<file path="config.mk">
export PLATFORM = sky130hd
export DESIGN_NAME = hptr_topk
export DESIGN_NICKNAME = d
export VERILOG_FILES = /design/src/rtl/core/hot_program_tracker_ranker_macros.svh /design/src/rtl/core/hptr_pkg.sv /design/src/rtl/core/hptr_topk.sv
export SDC_FILE = /design/constraint.sdc
export NUM_CORES = 2
export LEC_CHECK = 0
export BUFFER_PORTS_ARGS = -buffer_cell sky130_fd_sc_hd__buf_2
export CORE_AREA = 10 10 309 311
export DETAILED_ROUTE_END_ITERATION = 8
export DIE_AREA = 0 0 319 321
export PLACE_DENSITY = 0.87
export SYNTH_ARGS = -nofsm -noshare
export SYNTH_HDL_FRONTEND = slang
export SYNTH_SLANG_ARGS = --single-unit
</file>
<file path="constraint.sdc">
create_clock -name clk -period 10.2 [get_ports clk]
set_clock_uncertainty 0.05 [all_clocks]
set_input_delay 2.04 -clock clk [delete_from_list [all_inputs] [get_ports clk]]
set_output_delay 2.04 -clock clk [all_outputs]
set_load 0.01 [all_outputs]
</file>
<file path="src/rtl/core/hot_program_tracker_ranker_macros.svh">
// Assertion macros shared by the hot program tracker RTL.
`ifndef HOT_PROGRAM_TRACKER_RANKER_MACROS_SVH
`define HOT_PROGRAM_TRACKER_RANKER_MACROS_SVH

// Same-cycle implication, checked on the rising edge of clk outside reset.
`define HPTR_ASSERT_IMP(lbl, ante, cons, msg) \
	lbl: assert property (@(posedge clk) disable iff (!arst_n) (ante) |-> (cons)) \
		else $error(msg);

// Next-cycle implication, checked on the rising edge of clk outside reset.
`define HPTR_ASSERT_NXT(lbl, ante, cons, msg) \
	lbl: assert property (@(posedge clk) disable iff (!arst_n) (ante) |=> (cons)) \
		else $error(msg);

`endif

</file>
<file path="src/rtl/core/hptr_pkg.sv">
// Types and constants of the hot program tracker and ranker.
package hptr_pkg;

	localparam int PC_W    = 14;
	localparam int CYC_W   = 32;
	localparam int SCORE_W = 36;
	localparam int SLOT_W  = 11;
	localparam int CNT_W   = 32;
	localparam int DIST_W  = 12;
	localparam int CFG_W   = 16;

	localparam logic [1:0] CMD_EXEC    = 2'd0;
	localparam logic [1:0] CMD_FRAME   = 2'd1;
	localparam logic [1:0] CMD_TRIGGER = 2'd2;

	localparam logic [1:0] KIND_STATUS = 2'd0;
	localparam logic [1:0] KIND_CAND   = 2'd1;
	localparam logic [1:0] KIND_NONE   = 2'd2;

	localparam logic [1:0] PHASE_NONE  = 2'd0;
	localparam logic [1:0] PHASE_START = 2'd1;
	localparam logic [1:0] PHASE_END   = 2'd2;

	localparam logic [1:0] REG_ENABLE    = 2'd0;
	localparam logic [1:0] REG_IDLE_THR  = 2'd1;
	localparam logic [1:0] REG_MIN_USES  = 2'd2;

	localparam logic [CFG_W-1:0] IDLE_THR_RST = 16'd60;
	localparam logic [CFG_W-1:0] MIN_USES_RST = 16'd5;
	localparam logic [CNT_W-1:0] AVG_LIMIT    = 32'd1000;
	localparam logic [SCORE_W-1:0] AVG_BONUS  = 36'd50;
	localparam logic [3:0] DECADE_LAST        = 4'd9;

	typedef struct packed {
		logic clear;
		logic insert;
		logic pop;
	} topk_ctrl_t;

endpackage

</file>
<file path="src/rtl/core/hptr_topk.sv">
// Sorted list of the best candidates: parallel insertion and head pop.
module hptr_topk #(
	parameter int TOP_K = 16
) (
	input  logic                           clk,
	input  logic                           arst_n,
	input  hptr_pkg::topk_ctrl_t           ctrl,
	input  logic [hptr_pkg::SCORE_W-1:0]   ins_score,
	input  logic [hptr_pkg::SLOT_W-1:0]    ins_slot,
	output logic                           head_valid,
	output logic                           next_valid,
	output logic [hptr_pkg::SCORE_W-1:0]   head_score,
	output logic [hptr_pkg::SLOT_W-1:0]    head_slot
);

	logic [TOP_K-1:0]                  v_q;
	logic [hptr_pkg::SCORE_W-1:0]      score_q [TOP_K];
	logic [hptr_pkg::SLOT_W-1:0]       slot_q [TOP_K];
	logic [TOP_K-1:0]                  ge;
	logic [TOP_K-1:0]                  ge_prev;
	logic [TOP_K:0]                    v_ext;

	// Entries that stay ahead of a new score form a prefix of the list, so
	// equal scores keep the earlier (lower) slot in front.
	always_comb begin
		for (int i = 0; i < TOP_K; i++) begin
			ge[i] = v_q[i] && (score_q[i] >= ins_score);
		end
		ge_prev[0] = 1'b1;
		for (int i = 1; i < TOP_K; i++) begin
			ge_prev[i] = ge[i-1];
		end
		v_ext = {1'b0, v_q};
	end

	always_ff @(posedge clk or negedge arst_n) begin
		if (!arst_n) begin
			v_q <= '0;
		end else if (ctrl.clear) begin
			v_q <= '0;
		end else if (ctrl.insert) begin
			for (int i = 0; i < TOP_K; i++) begin
				if (!ge[i] && ge_prev[i]) begin
					v_q[i] <= 1'b1;
				end
			end
			for (int i = 1; i < TOP_K; i++) begin
				if (!ge[i] && !ge_prev[i]) begin
					v_q[i] <= v_q[i-1];
				end
			end
		end else if (ctrl.pop) begin
			v_q <= v_ext[TOP_K:1];
		end
	end

	always_ff @(posedge clk) begin
		if (ctrl.insert) begin
			for (int i = 0; i < TOP_K; i++) begin
				if (!ge[i] && ge_prev[i]) begin
					score_q[i] <= ins_score;
					slot_q[i]  <= ins_slot;
				end
			end
			for (int i = 1; i < TOP_K; i++) begin
				if (!ge[i] && !ge_prev[i]) begin
					score_q[i] <= score_q[i-1];
					slot_q[i]  <= slot_q[i-1];
				end
			end
		end else if (ctrl.pop) begin
			for (int i = 0; i < TOP_K - 1; i++) begin
				score_q[i] <= score_q[i+1];
				slot_q[i]  <= slot_q[i+1];
			end
		end
	end

	assign head_valid = v_q[0];
	assign next_valid = v_ext[1];
	assign head_score = score_q[0];
	assign head_slot  = slot_q[0];

endmodule

</file>
-- After elaboration in Yosys (flattened, before gate mapping)
Memory sizes are Yosys's and may differ from the RTL's.
Index checks and enable logic that the tools add are counted.
Widths: inputs -> output; s select.
- memories kept: 2
- bits of input ports: 52
- logic and storage cells: 379
- bits in writable memories: 752
- register bits: 16
- output and inout bits: 49
- memories (memory ; depth ; bits a word ; rd ports ; clocked after Yosys merged registers in ; wr ports ; RTL line ; text):
    score_q ; 16 ; 36 ; 16 ; 0 ; 16 ; hptr_topk.sv:17 ; logic [hptr_pkg::SCORE_W-1:0] score_q [TOP_K];
    slot_q ; 16 ; 11 ; 16 ; 0 ; 16 ; hptr_topk.sv:18 ; logic [hptr_pkg::SLOT_W-1:0] slot_q [TOP_K];
- reductions and logical operators: 79
- muxes and demuxes: 190
- equal/unequal tests: 16
- bitwise logic cells: 60
- $lt $le $gt $ge: 16
- operators with widths (kind ; number):
    $mux 36 ; 30
    $ge 36x36->1 ; 16
    $mux 11 ; 30
    $mux 1 ; 127
    $ne 4x1->1 const B ; 15
    $or 1x1->1 ; 60
    $mux 16 ; 3
    $logic_and 1x1->1 ; 46
    $reduce_and 2->1 ; 16
    $logic_not 1->1 ; 16
    $ne 3x3->1 const B ; 1
    $reduce_bool 3->1 ; 1

-- Logic depth before layout (Yosys ltp)
An unclocked memory read counts as a cell.
- word-level depth: 10
- gate-level depth with buffers: 14
- depth with buffers taken out: 10

-- Worst setup path after synthesis
No wires, ideal clock.
- kind: input -> register
- start point: input port ins_score[30] (netlist bit)
- end point: memory score_q[1][216] (netlist bit), enable pin
- path slack: 2.149 ns
- arrival: 7.484 ns
- cell stages on the path: 11
- buffers on the path: 2
- setup time: 0.517 ns
- required time: 9.633 ns
- path through: clkbuf_1 -> inv_1 -> ha_1 -> a21o_1 -> a21oi_1 -> o221ai_1 -> a221o_1 -> a2bb2oi_1 -> o21ai_0 -> clkbuf_1 -> o21ai_0
- RTL lines (what ; RTL line ; text):
    start, declared ; hptr_topk.sv:8 ; input logic [hptr_pkg::SCORE_W-1:0] ins_score,
    end, declared ; hptr_topk.sv:17 ;

==> flow_summary.ini <==
[cts]
post_cts_buffers = 0
holdBufCountCts = 0
cts-root-buf = clkbuf_16
cts_inserted_buffers = 84
insertion_delay_ns = 0.69
ctsResizeCount = 0
clkTransAtPathRegs_ns = 0.06
htreeDepth = 3
cts_tree = yes
clock_path_buffers = 3
cts_sinks = 768

[worst_hold_path]
hold_start = slot_q[0][12]$_DFFE_PP_
hold_path.class = register to register

[grt]
grt_pass1_vias = 43400
grt_usage_pct = 32.4
grt_max_degree = 234
grt_first_pass_wirelength_mm = 260
grt-ovfl-total = 0
antenna_found_initial = 14

[synthesis]
synthArstFlopShare_pct = 2.08
yosysWarningCount = 0
avgSynthCellArea_um2 = 10.6
ys_ff_latch = 768
synth_edf_count = 752
synth_cell_types = 74
synth.cell_area_um2 = 53100
synth_cells = 5008
synth_ff_type = edfxtp_1
synth_nets = 5636
ys_seq_area_share_pct = 43.3

[route]
wire_per_inst_um = 27.9
ant_nets = 0
vias_per_cell = 7.21
drc = 0
drtPass1Iterations = 7
vias = 44200
drt_wl_total_mm = 171
first_iter_violations = 6210

[setup_path]
cp-start-kind = input port
end_kind = register
critPathKind = input port to register
reg2reg_from = score_q[0][146]$_DFFE_PP_
arrival_ns = 7.23
required_ns = 10.65
crit_path_start = ins_score[22]
crit_fanout = 28

[final_layout]
fillCellCount = 6688
design_area_um2 = 56900
multi_input_area_um2 = 28200
regArea_um2 = 23000
final_nets = 5513
final_cell_mix = edfxtp_1 (752), nand2_1 (660), mux2i_1 (608)
drive_gt1_share_pct = 7.35
syn_to_final_growth_pct = 7.29
layout_commonest_cell = edfxtp_1

[floorplanning]
initial_core_util_pct = 59.4
dieArea_um2 = 102000
rows = 110
dieWidth_um = 319
die_y_um = 321
ioPinCount = 101
core_um2 = 89300

[timing]
worstMarginPinSlew_ns = 1.40
rsz0062_at_grt = no
setup_viol = 0
drv_slew = 0
max_freq_ghz = 0.147
hold_violations = 0
timing.hold.ws_ns = 0.504
period_minus_slack_ns = 6.78
tns_ns = 0
period_share_pct = 66.5
max_slew_margin_pct = 6.12

[placed_design]
postPlaceCellArea_um2 = 54100
place_hpwl_mm = 118
place_congestion = 0.991
numPortBuffers = 100

[status]
status = completed

[power_and_ir_drop]
p_total_mw = 10.9
ir_worst_vdd_uv = 155
leakagePower_nw = 23.5
p_per_area_nw_per_um2 = 192

[job]
maxCapViolations = 0
[cell families (layout without fill, tap and decap cells)]
logic type / Yosys count / after routing / share of synthesized area (%)
flip-flops: 768 / 768 / 43.3
AO/OA/AOI/OAI: 1325 / 1325 / 16.5
multiplexers: 613 / 613 / 11.6
buffers and inverters: 479 / 424 / 4.12
adder cells (fa/ha/maj): 576 / 576 / 13.6
AND/OR/NAND/NOR: 1247 / 1247 / 11.0
other: 0 / 9 / 0
[final timing paths]
check	slack, ns	cells past startpoint	end
setup reg to reg	4.93	11	score_q[0][151]$_DFFE_PP_
min in group asynchronous	1.28	1	v_q[15]$_DFFE_PN0P_
hold / removal	0.50	2	slot_q[0][1]$_DFFE_PP_
max in group asynchronous	8.47	1	v_q[3]$_DFFE_PN0P_
hold reg to reg	0.50	2	slot_q[0][1]$_DFFE_PP_
setup / recovery	3.42	13	score_q[0][151]$_DFFE_PP_
[synth_stat cells (all sizes together) (10+ instances only)]
master,count,area (µm²)
o21ai,280,1400
clkbuf,256,962
a221o,54,541
a22oi,47,353
nor2,75,282
ha,576,7210
o211ai,157,1180
nand4,79,494
a221oi,13,120
edfxtp,752,22600
o22a,47,412
dfrtp,16,400
a21o,74,556
mux2i,608,6090
and2,10,62.6
a21oi,353,1770
and3,50,313
buf,139,908
a31oi,10,62.6
nand3,140,701
nor3,20,105
a211oi,167,1250
nor2b,151,945
nor4,13,87.6
inv,83,312
o31a,54,473
o21a,10,75.1
and4,20,175
nand2,667,2500
[final cells by class]
| cell class | instances | share of cell area [%] |
|---|---|---|
| Clock inverter | 51 | 0.934 |
| Inverter | 84 | 0.558 |
| Antenna cell | 9 | 0.0396 |
| Clock buffer | 103 | 3.96 |
| Multi-Input combinational cell | 3761 | 49.4 |
| Sequential cell | 768 | 40.4 |
| Tap cell | 1176 | 2.58 |
| Timing Repair Buffer | 186 | 2.11 |
[worst max-delay path, cell delays in order]
cell      delay (ns)
buf_2           0.17
inv_1           0.70
ha_1            0.36
nand2_1         0.09
nor2_1          0.05
a211oi_1        0.21
o21ai_0         0.10
or3_1           0.49
a41oi_4         0.90
buf_4           0.50
o21a_2          0.67
buf_4           0.56
mux2i_1         0.31
[stage by stage]
| stage | instances | setup slack (ns) | util, % |
|---|---|---|---|
| 5_1_grt | 6135 | 3.21 | 63.7 |
| 2_1_floorplan | 5008 | 2.15 | - |
| 6_report | 6138 | 3.42 | 63.7 |
| 3_5_place_dp | 5975 | 2.91 | 60.6 |
| 4_1_cts | 6129 | 3.54 | 63.7 |
| 3_3_place_gp | 5975 | 2.98 | 60.6 |
[report_power, final]
group          switching, mW  leakage, nW  total [mW]  internal [mW]
Clock                   1.38         1.35        3.19           1.81
Sequential             0.654         7.77        4.94           4.28
Combinational           1.70         14.4        2.82           1.12
[metal layers]
metal | up-vias | GRT usage, % | wire [µm]
met5 | - | 0 | 50
met1 | 21300 | 38.5 | 60500
li1 | 19000 | - | -
met3 | 816 | 6.32 | 17200
met4 | 8 | 23.9 | 15100
met2 | 3101 | 52.1 | 78600
[flip-flops by register name, summed over array words and instances (netlist names)]
register  count
slot_q      176
v_q          16
score_q     576
(Power assumes the default switching activity.)
